## config.mk

```make
export PLATFORM = sky130hd
export DESIGN_NAME = rounded_rect_border_pixel_classifier
export DESIGN_NICKNAME = d
export VERILOG_FILES = /design/src/sv/rrbpc_pkg.sv /design/src/sv/rrbpc_cfg_regs.sv /design/src/sv/rrbpc_offset_stage.sv /design/src/sv/rrbpc_square_stage.sv /design/src/sv/rrbpc_classify_stage.sv /design/src/sv/rounded_rect_border_pixel_classifier.sv
export SDC_FILE = /design/constraint.sdc
export NUM_CORES = 2
export LEC_CHECK = 0
export BUFFER_PORTS_ARGS = -buffer_cell sky130_fd_sc_hd__buf_2
export CORE_MARGIN = 2
export CORE_UTILIZATION = 60
export DETAILED_ROUTE_END_ITERATION = 10
export PLACE_DENSITY = 0.77
export SYNTH_ARGS = -nofsm -noshare
export SYNTH_HDL_FRONTEND = slang
export SYNTH_HIERARCHICAL = 1
export SYNTH_SLANG_ARGS = --single-unit
```

## constraint.sdc

```tcl
create_clock -name clk -period 9.9 [get_ports clk]
set_input_delay 0.99 -clock clk [delete_from_list [all_inputs] [get_ports clk]]
set_output_delay 0.99 -clock clk [all_outputs]
set_load 0.02 [all_outputs]
```

## src/sv/rrbpc_pkg.sv

```systemverilog
// Shared types and constants for the rounded-rectangle border pixel classifier.
// Holds the register map, reset values, pixel class codes and the stage structs.
// No dependencies; every other file of the block uses this package.
`timescale 1ns / 1ps

package rrbpc_pkg;

	localparam int POS_BITS       = 13;
	localparam int SIZE_BITS      = 12;
	localparam int RAD_BITS       = 11;
	localparam int RSQ_BITS       = 2 * RAD_BITS;
	localparam int COLOR_BITS     = 32;
	localparam int CFG_DATA_BITS  = 32;
	localparam int CFG_INDEX_BITS = 3;
	localparam int CLASS_BITS     = 2;

	// Corner offsets are clamped to +/-OFS_MAX; any clamped offset already lies
	// well beyond the largest radius, also after a one-pixel neighbor shift.
	localparam int OFS_BITS  = 13;
	localparam int OFS_MAX   = 4095;
	localparam int MAG_BITS  = 12;
	localparam int SQ_BITS   = 2 * MAG_BITS;
	localparam int TERM_BITS = SQ_BITS + 1;

	localparam logic signed [POS_BITS-1:0] RST_CARD_LEFT    = 13'sd750;
	localparam logic signed [POS_BITS-1:0] RST_CARD_TOP     = 13'sd420;
	localparam logic [SIZE_BITS-1:0]       RST_CARD_WIDTH   = 12'd420;
	localparam logic [SIZE_BITS-1:0]       RST_CARD_HEIGHT  = 12'd240;
	localparam logic [RAD_BITS-1:0]        RST_RADIUS       = 11'd16;
	localparam logic [RSQ_BITS-1:0]        RST_RADIUS_SQ    = 22'd256;
	localparam logic [COLOR_BITS-1:0]      RST_FILL_COLOR   = 32'hFF0F172A;
	localparam logic [COLOR_BITS-1:0]      RST_BORDER_COLOR = 32'hFF334155;
	localparam logic [COLOR_BITS-1:0]      RST_BG_COLOR     = 32'hFF0B1120;

	typedef enum logic [CFG_INDEX_BITS-1:0] {
		REG_CARD_LEFT        = 3'd0,
		REG_CARD_TOP         = 3'd1,
		REG_CARD_WIDTH       = 3'd2,
		REG_CARD_HEIGHT      = 3'd3,
		REG_CORNER_RADIUS    = 3'd4,
		REG_FILL_COLOR       = 3'd5,
		REG_BORDER_COLOR     = 3'd6,
		REG_BACKGROUND_COLOR = 3'd7
	} cfg_index_t;

	typedef enum logic [CLASS_BITS-1:0] {
		CLASS_BACKGROUND = 2'd0,
		CLASS_FILL       = 2'd1,
		CLASS_BORDER     = 2'd2
	} pixel_class_t;

	typedef struct packed {
		logic signed [POS_BITS-1:0] card_left;
		logic signed [POS_BITS-1:0] card_top;
		logic [SIZE_BITS-1:0]       card_width;
		logic [SIZE_BITS-1:0]       card_height;
		logic [RAD_BITS-1:0]        corner_radius;
		logic [RSQ_BITS-1:0]        radius_sq;
		logic [COLOR_BITS-1:0]      fill_color;
		logic [COLOR_BITS-1:0]      border_color;
		logic [COLOR_BITS-1:0]      background_color;
	} cfg_t;

	// Offsets of the pixel from the four corner circle centers, plus box flags.
	typedef struct packed {
		logic signed [OFS_BITS-1:0] ofs_left;
		logic signed [OFS_BITS-1:0] ofs_right;
		logic signed [OFS_BITS-1:0] ofs_top;
		logic signed [OFS_BITS-1:0] ofs_bottom;
		logic                       in_box;
		logic                       on_edge;
	} ofs_t;

	typedef struct packed {
		ofs_t                 ofs;
		logic [SQ_BITS-1:0]   sq_left;
		logic [SQ_BITS-1:0]   sq_right;
		logic [SQ_BITS-1:0]   sq_top;
		logic [SQ_BITS-1:0]   sq_bottom;
	} sq_t;

endpackage

```

## src/sv/rrbpc_cfg_regs.sv

```systemverilog
// Configuration register file of the card classifier, with the squared radius.
// Depends on rrbpc_pkg for the register map, widths and reset values.
`timescale 1ns / 1ps

module rrbpc_cfg_regs (
	input  logic                                  clk,
	input  logic                                  arst_n,
	input  logic                                  cfg_write,
	input  logic [rrbpc_pkg::CFG_INDEX_BITS-1:0]  cfg_index,
	input  logic [rrbpc_pkg::CFG_DATA_BITS-1:0]   cfg_data,
	output rrbpc_pkg::cfg_t                       cfg
);
	import rrbpc_pkg::*;

	cfg_t                 cfg_q;
	logic [RSQ_BITS-1:0]  wr_radius_ext;
	logic [RSQ_BITS-1:0]  wr_radius_sq;

	// Square the radius at write time so the datapath only compares.
	assign wr_radius_ext = RSQ_BITS'(cfg_data[RAD_BITS-1:0]);
	assign wr_radius_sq  = wr_radius_ext * wr_radius_ext;

	always_ff @(posedge clk or negedge arst_n) begin
		if (!arst_n) begin
			cfg_q <= '{
				card_left:        RST_CARD_LEFT,
				card_top:         RST_CARD_TOP,
				card_width:       RST_CARD_WIDTH,
				card_height:      RST_CARD_HEIGHT,
				corner_radius:    RST_RADIUS,
				radius_sq:        RST_RADIUS_SQ,
				fill_color:       RST_FILL_COLOR,
				border_color:     RST_BORDER_COLOR,
				background_color: RST_BG_COLOR
			};
		end else if (cfg_write) begin
			unique case (cfg_index_t'(cfg_index))
				REG_CARD_LEFT:        cfg_q.card_left        <= cfg_data[POS_BITS-1:0];
				REG_CARD_TOP:         cfg_q.card_top         <= cfg_data[POS_BITS-1:0];
				REG_CARD_WIDTH:       cfg_q.card_width       <= cfg_data[SIZE_BITS-1:0];
				REG_CARD_HEIGHT:      cfg_q.card_height      <= cfg_data[SIZE_BITS-1:0];
				REG_CORNER_RADIUS: begin
					cfg_q.corner_radius <= cfg_data[RAD_BITS-1:0];
					cfg_q.radius_sq     <= wr_radius_sq;
				end
				REG_FILL_COLOR:       cfg_q.fill_color       <= cfg_data[COLOR_BITS-1:0];
				REG_BORDER_COLOR:     cfg_q.border_color     <= cfg_data[COLOR_BITS-1:0];
				REG_BACKGROUND_COLOR: cfg_q.background_color <= cfg_data[COLOR_BITS-1:0];
			endcase
		end
	end

	assign cfg = cfg_q;

endmodule

```

## src/sv/rrbpc_offset_stage.sv

```systemverilog
// First datapath stage: box test, edge test and clamped offsets to the corner centers.
// Depends on rrbpc_pkg for cfg_t, ofs_t and the offset widths.
`timescale 1ns / 1ps

module rrbpc_offset_stage #(
	parameter int COORD_BITS = 12
) (
	input  logic                   clk,
	input  logic                   arst_n,
	input  logic                   in_valid,
	input  logic [COORD_BITS-1:0]  pixel_x,
	input  logic [COORD_BITS-1:0]  pixel_y,
	input  rrbpc_pkg::cfg_t        cfg,
	output logic                   valid_s2,
	output rrbpc_pkg::ofs_t        ofs_s2
);
	import rrbpc_pkg::*;

	localparam int SW = ((COORD_BITS > POS_BITS) ? COORD_BITS : POS_BITS) + 3;
	localparam logic signed [SW-1:0] SAT_HI = SW'(OFS_MAX);
	localparam logic signed [SW-1:0] SAT_LO = -SAT_HI;

	function automatic logic signed [OFS_BITS-1:0] sat(input logic signed [SW-1:0] v);
		logic signed [OFS_BITS-1:0] r;
		if (v > SAT_HI)
			r = OFS_BITS'(SAT_HI);
		else if (v < SAT_LO)
			r = OFS_BITS'(SAT_LO);
		else
			r = v[OFS_BITS-1:0];
		return r;
	endfunction

	logic signed [SW-1:0] px, py;
	logic signed [SW-1:0] left, top, width_s, height_s, rad;
	logic signed [SW-1:0] wm1, hm1, wrm1, hrm1;
	logic signed [SW-1:0] xl, yt;
	ofs_t                 ofs_d;

	assign px       = signed'(SW'(pixel_x));
	assign py       = signed'(SW'(pixel_y));
	assign left     = {{(SW-POS_BITS){cfg.card_left[POS_BITS-1]}}, cfg.card_left};
	assign top      = {{(SW-POS_BITS){cfg.card_top[POS_BITS-1]}}, cfg.card_top};
	assign width_s  = signed'(SW'(cfg.card_width));
	assign height_s = signed'(SW'(cfg.card_height));
	assign rad      = signed'(SW'(cfg.corner_radius));

	// Card-relative coordinates; the far corner centers sit at size-1-radius.
	assign wm1  = width_s - SW'(1);
	assign hm1  = height_s - SW'(1);
	assign wrm1 = wm1 - rad;
	assign hrm1 = hm1 - rad;
	assign xl   = px - left;
	assign yt   = py - top;

	always_comb begin
		ofs_d.in_box     = (xl >= 0) && (xl <= wm1) && (yt >= 0) && (yt <= hm1);
		ofs_d.on_edge    = (xl == 0) || (xl == wm1) || (yt == 0) || (yt == hm1);
		ofs_d.ofs_left   = sat(xl - rad);
		ofs_d.ofs_right  = sat(xl - wrm1);
		ofs_d.ofs_top    = sat(yt - rad);
		ofs_d.ofs_bottom = sat(yt - hrm1);
	end

	always_ff @(posedge clk or negedge arst_n) begin
		if (!arst_n) begin
			valid_s2 <= 1'b0;
		end else begin
			valid_s2 <= in_valid;
		end
	end

	always_ff @(posedge clk) begin
		if (in_valid) begin
			ofs_s2 <= ofs_d;
		end
	end

endmodule

```

## src/sv/rrbpc_square_stage.sv

```systemverilog
// Second datapath stage: squares the four clamped corner offsets.
// Depends on rrbpc_pkg for ofs_t, sq_t and the magnitude widths.
`timescale 1ns / 1ps

module rrbpc_square_stage (
	input  logic             clk,
	input  logic             arst_n,
	input  logic             valid_s2,
	input  rrbpc_pkg::ofs_t  ofs_s2,
	output logic             valid_s3,
	output rrbpc_pkg::sq_t   sq_s3
);
	import rrbpc_pkg::*;

	function automatic logic [SQ_BITS-1:0] square(input logic signed [OFS_BITS-1:0] v);
		logic [OFS_BITS-1:0] mag;
		logic [SQ_BITS-1:0]  m;
		mag = v[OFS_BITS-1] ? OFS_BITS'(-v) : OFS_BITS'(v);
		m   = SQ_BITS'(mag[MAG_BITS-1:0]);
		return m * m;
	endfunction

	sq_t sq_d;

	always_comb begin
		sq_d.ofs       = ofs_s2;
		sq_d.sq_left   = square(ofs_s2.ofs_left);
		sq_d.sq_right  = square(ofs_s2.ofs_right);
		sq_d.sq_top    = square(ofs_s2.ofs_top);
		sq_d.sq_bottom = square(ofs_s2.ofs_bottom);
	end

	always_ff @(posedge clk or negedge arst_n) begin
		if (!arst_n) begin
			valid_s3 <= 1'b0;
		end else begin
			valid_s3 <= valid_s2;
		end
	end

	always_ff @(posedge clk) begin
		if (valid_s2) begin
			sq_s3 <= sq_d;
		end
	end

endmodule

```

## src/sv/rrbpc_classify_stage.sv

```systemverilog
// Last datapath stage: corner tests for the pixel and its four neighbors, class and color.
// Depends on rrbpc_pkg for sq_t, cfg_t, pixel_class_t and the term widths.
`timescale 1ns / 1ps

module rrbpc_classify_stage (
	input  logic                               clk,
	input  logic                               arst_n,
	input  logic                               valid_s3,
	input  rrbpc_pkg::sq_t                     sq_s3,
	input  rrbpc_pkg::cfg_t                    cfg,
	output logic                               done,
	output logic [rrbpc_pkg::COLOR_BITS-1:0]   pixel_color,
	output logic [rrbpc_pkg::CLASS_BITS-1:0]   pixel_class
);
	import rrbpc_pkg::*;

	// Neighbor shift along one axis: minus one, none, plus one.
	localparam logic [1:0] OFF_MINUS = 2'd0;
	localparam logic [1:0] OFF_NONE  = 2'd1;
	localparam logic [1:0] OFF_PLUS  = 2'd2;

	// (v+k)^2 from v^2: add or subtract 2v, then add one.
	function automatic logic [TERM_BITS-1:0] shifted_sq(
		input logic [SQ_BITS-1:0]         sq,
		input logic signed [OFS_BITS-1:0] v,
		input logic [1:0]                 k
	);
		logic signed [TERM_BITS:0] base;
		logic signed [TERM_BITS:0] twice;
		logic signed [TERM_BITS:0] t;
		base  = signed'({2'b00, sq});
		twice = signed'({{(TERM_BITS-OFS_BITS){v[OFS_BITS-1]}}, v, 1'b0});
		case (k)
			OFF_MINUS: t = base - twice + (TERM_BITS+1)'(1);
			OFF_PLUS:  t = base + twice + (TERM_BITS+1)'(1);
			default:   t = base;
		endcase
		return t[TERM_BITS-1:0];
	endfunction

	// v+k < 0
	function automatic logic below(input logic signed [OFS_BITS-1:0] v, input logic [1:0] k);
		logic r;
		case (k)
			OFF_MINUS: r = (v <= 0);
			OFF_PLUS:  r = (v < -1);
			default:   r = (v < 0);
		endcase
		return r;
	endfunction

	// v+k > 0
	function automatic logic above(input logic signed [OFS_BITS-1:0] v, input logic [1:0] k);
		logic r;
		case (k)
			OFF_MINUS: r = (v > 1);
			OFF_PLUS:  r = (v >= 0);
			default:   r = (v > 0);
		endcase
		return r;
	endfunction

	// First matching corner region decides; outside all regions never counts.
	function automatic logic beyond(
		input logic                 lx,
		input logic                 rx,
		input logic                 ty,
		input logic                 by,
		input logic [TERM_BITS-1:0] sl,
		input logic [TERM_BITS-1:0] sr,
		input logic [TERM_BITS-1:0] st,
		input logic [TERM_BITS-1:0] sb,
		input logic [RSQ_BITS-1:0]  rsq
	);
		logic [TERM_BITS-1:0] sx;
		logic [TERM_BITS-1:0] sy;
		logic                 hit;
		logic [TERM_BITS:0]   sum;
		hit = 1'b1;
		sx  = sl;
		sy  = st;
		if (lx && ty) begin
			sx = sl;
			sy = st;
		end else if (rx && ty) begin
			sx = sr;
			sy = st;
		end else if (lx && by) begin
			sx = sl;
			sy = sb;
		end else if (rx && by) begin
			sx = sr;
			sy = sb;
		end else begin
			hit = 1'b0;
		end
		sum = {1'b0, sx} + {1'b0, sy};
		return hit && (sum > (TERM_BITS+1)'(rsq));
	endfunction

	logic [TERM_BITS-1:0] tl [3];
	logic [TERM_BITS-1:0] tr [3];
	logic [TERM_BITS-1:0] tt [3];
	logic [TERM_BITS-1:0] tb [3];
	logic                 fl [3];
	logic                 fr [3];
	logic                 ft [3];
	logic                 fb [3];
	logic                 out_self, out_west, out_east, out_north, out_south;
	logic [COLOR_BITS-1:0] color_d;
	pixel_class_t          class_d;
	logic                  done_q;
	logic [COLOR_BITS-1:0] color_q;
	logic [CLASS_BITS-1:0] class_q;

	always_comb begin
		for (int i = 0; i < 3; i++) begin
			tl[i] = shifted_sq(sq_s3.sq_left, sq_s3.ofs.ofs_left, 2'(i));
			tr[i] = shifted_sq(sq_s3.sq_right, sq_s3.ofs.ofs_right, 2'(i));
			tt[i] = shifted_sq(sq_s3.sq_top, sq_s3.ofs.ofs_top, 2'(i));
			tb[i] = shifted_sq(sq_s3.sq_bottom, sq_s3.ofs.ofs_bottom, 2'(i));
			fl[i] = below(sq_s3.ofs.ofs_left, 2'(i));
			fr[i] = above(sq_s3.ofs.ofs_right, 2'(i));
			ft[i] = below(sq_s3.ofs.ofs_top, 2'(i));
			fb[i] = above(sq_s3.ofs.ofs_bottom, 2'(i));
		end
	end

	assign out_self  = beyond(fl[OFF_NONE], fr[OFF_NONE], ft[OFF_NONE], fb[OFF_NONE],
		tl[OFF_NONE], tr[OFF_NONE], tt[OFF_NONE], tb[OFF_NONE], cfg.radius_sq);
	assign out_west  = beyond(fl[OFF_MINUS], fr[OFF_MINUS], ft[OFF_NONE], fb[OFF_NONE],
		tl[OFF_MINUS], tr[OFF_MINUS], tt[OFF_NONE], tb[OFF_NONE], cfg.radius_sq);
	assign out_east  = beyond(fl[OFF_PLUS], fr[OFF_PLUS], ft[OFF_NONE], fb[OFF_NONE],
		tl[OFF_PLUS], tr[OFF_PLUS], tt[OFF_NONE], tb[OFF_NONE], cfg.radius_sq);
	assign out_north = beyond(fl[OFF_NONE], fr[OFF_NONE], ft[OFF_MINUS], fb[OFF_MINUS],
		tl[OFF_NONE], tr[OFF_NONE], tt[OFF_MINUS], tb[OFF_MINUS], cfg.radius_sq);
	assign out_south = beyond(fl[OFF_NONE], fr[OFF_NONE], ft[OFF_PLUS], fb[OFF_PLUS],
		tl[OFF_NONE], tr[OFF_NONE], tt[OFF_PLUS], tb[OFF_PLUS], cfg.radius_sq);

	always_comb begin
		if (!sq_s3.ofs.in_box || out_self) begin
			class_d = CLASS_BACKGROUND;
			color_d = cfg.background_color;
		end else if (sq_s3.ofs.on_edge || out_west || out_east || out_north || out_south) begin
			class_d = CLASS_BORDER;
			color_d = cfg.border_color;
		end else begin
			class_d = CLASS_FILL;
			color_d = cfg.fill_color;
		end
	end

	always_ff @(posedge clk or negedge arst_n) begin
		if (!arst_n) begin
			done_q <= 1'b0;
		end else begin
			done_q <= valid_s3;
		end
	end

	always_ff @(posedge clk) begin
		if (valid_s3) begin
			color_q <= color_d;
			class_q <= class_d;
		end
	end

	assign done        = done_q;
	assign pixel_color = color_q;
	assign pixel_class = class_q;

endmodule

```

## src/sv/rounded_rect_border_pixel_classifier.sv

```systemverilog
// Pipeline: the 4 register ranks are input, offsets, squares and result; done rises
// once a pixel taken on start has passed through all of them, and falls again unless
// another one follows. One pixel every cycle; busy stays low, so start may be held high.
// Reset (arst_n low, asynchronous): pipeline valids clear, registers take their
// documented values; the result strobe cannot be held off by the receiver.
// Top level of the rounded-rectangle card classifier; uses rrbpc_pkg and the
// rrbpc_cfg_regs, rrbpc_offset_stage, rrbpc_square_stage, rrbpc_classify_stage modules.
`timescale 1ns / 1ps

module rounded_rect_border_pixel_classifier #(
	parameter int COORD_BITS = 12
) (
	input  logic                                 clk,
	input  logic                                 arst_n,
	input  logic                                 start,
	output logic                                 busy,
	input  logic [COORD_BITS-1:0]                pixel_x,
	input  logic [COORD_BITS-1:0]                pixel_y,
	input  logic                                 cfg_write,
	input  logic [rrbpc_pkg::CFG_INDEX_BITS-1:0] cfg_index,
	input  logic [rrbpc_pkg::CFG_DATA_BITS-1:0]  cfg_data,
	output logic                                 done,
	output logic [rrbpc_pkg::COLOR_BITS-1:0]     pixel_color,
	output logic [rrbpc_pkg::CLASS_BITS-1:0]     pixel_class
);
	import rrbpc_pkg::*;

	cfg_t                   cfg;
	logic                   accept;
	logic                   valid_s1;
	logic [COORD_BITS-1:0]  x_s1;
	logic [COORD_BITS-1:0]  y_s1;
	logic                   valid_s2;
	ofs_t                   ofs_s2;
	logic                   valid_s3;
	sq_t                    sq_s3;

	// Every stage advances each cycle; nothing ever backs up into the input.
	assign busy   = 1'b0;
	assign accept = start && !busy;

	rrbpc_cfg_regs u_cfg_regs (
		.clk       (clk),
		.arst_n    (arst_n),
		.cfg_write (cfg_write),
		.cfg_index (cfg_index),
		.cfg_data  (cfg_data),
		.cfg       (cfg)
	);

	// Input rank: hold the coordinates of each accepted transaction.
	always_ff @(posedge clk or negedge arst_n) begin
		if (!arst_n) begin
			valid_s1 <= 1'b0;
		end else begin
			valid_s1 <= accept;
		end
	end

	always_ff @(posedge clk) begin
		if (accept) begin
			x_s1 <= pixel_x;
			y_s1 <= pixel_y;
		end
	end

	// Box and edge flags, then clamped offsets from the four corner centers.
	rrbpc_offset_stage #(
		.COORD_BITS (COORD_BITS)
	) u_offset_stage (
		.clk      (clk),
		.arst_n   (arst_n),
		.in_valid (valid_s1),
		.pixel_x  (x_s1),
		.pixel_y  (y_s1),
		.cfg      (cfg),
		.valid_s2 (valid_s2),
		.ofs_s2   (ofs_s2)
	);

	// One squarer per corner axis; neighbor squares are derived from these.
	rrbpc_square_stage u_square_stage (
		.clk      (clk),
		.arst_n   (arst_n),
		.valid_s2 (valid_s2),
		.ofs_s2   (ofs_s2),
		.valid_s3 (valid_s3),
		.sq_s3    (sq_s3)
	);

	// Corner tests for the pixel and its four neighbors drive the result rank.
	rrbpc_classify_stage u_classify_stage (
		.clk         (clk),
		.arst_n      (arst_n),
		.valid_s3    (valid_s3),
		.sq_s3       (sq_s3),
		.cfg         (cfg),
		.done        (done),
		.pixel_color (pixel_color),
		.pixel_class (pixel_class)
	);

endmodule

```

==> flow_summary.ini <==
[floorplan]
pin_count = 99
die_area_um2 = 106100
initial_core_util = 0.6029
die_w_um = 325.8
coreArea_um2 = 103100
fp.dieH_um = 325.8
rows = 118

[clock_network]
h-tree-depth = 2
clkLatencyLatePin_ns = 0.64
cts_setup_buffers = 0
cts_resized = 0
cts_tree = built
clk_pin_slew_worst_paths_ns = 0.06
cts_hold_buf = 0
cts.path.max_buffers = 3
cts_buffers = 51
clock-sinks = 435
root_buffer = clkbuf_16

[route]
drt-pass1-iter-count = 6
drt_iter0_drc = 4230
top_layer_used = met5
wl_met1_um = 72080
ant_nets = 0
drt-total-wl_um = 170200
wl_per_cell_um = 20.43
dr_wl_met3_um = 11060
route.detailed.drc = 0
drt-vias-per-instance = 6.012
vias = 50079
wl_met2_um = 79340

[global_route]
grt_max_degree = 103
grt_pass1_vias = 49359
grt_usage = 0.3169
grt_pass1_wl_um = 267800
antenna_found_initial = 4
grt-ovfl-total = 0

[sta]
tightestPinTransition_ns = 1.214
fin_crit_sh = 0.8799
max_freq_ghz = 0.1148
relSlewSlack = 0.1873
hold_violations = 0
finClkSkew_ns = 0.04543
report.final.slew_viol_count = 0
fin_tns_setup_ns = 0
rsz0062_at_grt = no
hold_ws_ns = 0.4292
period_needed_ns = 8.711
setup_viol = 0

[setup_path]
start_kind = register
critPathCaptureType = register
rr_startpoint = u_square_stage/sq_s3[110]
cpMaxStageDelayCell = nand3_2
critPathTopFamily = compound AO/OA/AOI/OAI gates
max_stage_delay_ns = 1.00
reg2reg_setup_slack_ns = 1.19
cp_common_cell = a21oi_1
r2r-end = u_classify_stage/pixel_color[0]
arrival_ns = 9.09
required_ns = 10.28
critical_path_buf_inv_count = 1
r2r_cells = 30
crit_type = reg -> reg
critPathMaxFanout = 51

[yosys]
synth_edf_count = 254
synth_area_um2 = 62130
synthXorXnorAreaFrac = 0.06660
yosys-mux-area-fraction = 0.06928
yosys.area_share.simple = 0.1303
synth_compound_area_frac = 0.1524
yosysSeqAreaShare = 0.1971
synth_top_area_cell = ha_1
synth_top_family_by_area = adder cells
synth_fa_ha_area_frac = 0.3145
synthFlopType = edfxtp_1
synth_seq_cells = 435
synth.area.top_cells = ha_1 (18%), fa_1 (13%), edfxtp_1 (12%), inv_1 (5.9%), mux2_2 (5.0%)
syn-instance-count = 6842
yosys_warnings = 6
synth_top_area_frac = 0.1790
avgSynthCellArea_um2 = 9.080
synthArstFlopShare = 0.4161
synthDistinctLibCells = 122

[placed_design]
io_buffer_count = 97
hpwl_um = 138900
gp_congestion = 1.032

[run]
max_cap_viol_count = 0

[finish]
layout.nets = 8277
drive_gt1_frac = 0.1052
final_common_cell = inv_1
mostFrequentLayoutCells = inv_1 (982), ha_1 (889), nor2_1 (497)
area_growth_pct = 6.046

[status]
status = completed

[worst_hold_path]
min_path_type = in -> async
[flip-flops by register name (all words and copies together), names as in the netlist]
name / cells
u_classify_stage/done: 1
x_s1: 12
u_classify_stage/pixel_color: 32
u_classify_stage/pixel_class: 2
u_cfg_regs/cfg: 177
valid_s1: 1
u_square_stage/sq_s3: 142
u_offset_stage/valid_s2: 1
u_offset_stage/ofs_s2: 54
y_s1: 12
u_square_stage/valid_s3: 1
[worst max path at each step]
stage | startpoint | endpoint | cells past startpoint
2_1_floorplan | u_square_stage/sq_s3[0] | u_classify_stage/pixel_color[12] | 34
3_3_place_gp | u_square_stage/sq_s3[110] | u_classify_stage/pixel_color[0] | 30
3_5_place_dp | u_square_stage/sq_s3[110] | u_classify_stage/pixel_color[0] | 30
4_1_cts | u_square_stage/sq_s3[110] | u_classify_stage/pixel_color[0] | 30
5_1_grt | u_square_stage/sq_s3[110] | u_classify_stage/pixel_color[31] | 30
6_report | u_square_stage/sq_s3[110] | u_classify_stage/pixel_color[0] | 30
[logic make-up (layout without fill, tap and decap cells)]
family                   after synthesis  after routing
multiplexers                         366            366
AO/OA/AOI/OAI                       1460           1460
buffers and inverters               1123           1226
other                                  3              8
adder cells (fa/ha/maj)             1312           1312
AND/OR/NAND/NOR                     1674           1674
flip-flops                           435            435
XOR/XNOR                             469            469
[layer usage]
metal,track usage,vias to the layer above
met5,0,-
met3,0.03672,377
met4,0.1268,6
met2,0.5291,1727
li1,-,23857
met1,0.4206,24112
[worst register-to-register path: cells and delay by family, from the launching register on]
kind,cells,cell delay [ns]
XOR/XNOR,1,0.10
adder cells (fa/ha/maj),2,0.69
AND/OR/NAND/NOR,11,2.48
buffers and inverters,1,0.55
AO/OA/AOI/OAI,13,3.13
flip-flops,1,0.76
multiplexers,2,0.78
[synth_stat cells, types with 22 or more instances]
library cell	instances
dfstp_2	72
o21a_1	67
nand4_1	56
ha_1	889
and3_1	39
o21ai_1	22
dfrtp_1	109
nor2_1	501
o21bai_1	61
a31oi_1	43
mux2i_1	22
edfxtp_1	254
mux2_2	277
o31ai_1	35
a21o_1	142
nor2b_1	76
xor2_1	153
nand2_1	456
fa_1	418
xnor2_1	312
nand2b_1	97
o21ai_0	307
nor3_1	85
o211ai_1	40
inv_1	982
clkbuf_1	81
nand3_1	99
and2_1	55
a211oi_1	56
a21oi_1	438
mux2_4	56
or3_1	30
nor4_1	41
or2_2	31
[layout make-up]
class / instances / area (um^2)
clock buffers: 66 / 1383
fillers: 8578 / 37170
well taps: 1380 / 1727
diodes: 2 / 5.005
clock inverters: 28 / 402.9
multi-input cells: 5287 / 45590
flip-flops and latches: 435 / 12250
inverters: 1000 / 3754
repair buffers: 132 / 769.5
[stage by stage]
| stage | std cells | utilization | instance area, um^2 | setup slack [ns] |
|---|---|---|---|---|
| finish | 8330 | 0.6393 | 65880 | 1.189 |
| global route | 8328 | 0.6393 | 65880 | 0.6303 |
| CTS | 8328 | 0.6393 | 65880 | 1.437 |
| detailed placement | 8234 | 0.6219 | 64090 | 1.465 |
| global placement | 8234 | 0.6219 | 64090 | 1.634 |
| floorplan | 6845 | - | 62140 | 2.673 |
Power is not shown: default switching activity piles up to over one toggle a cycle in this logic, so the estimate is an artifact.
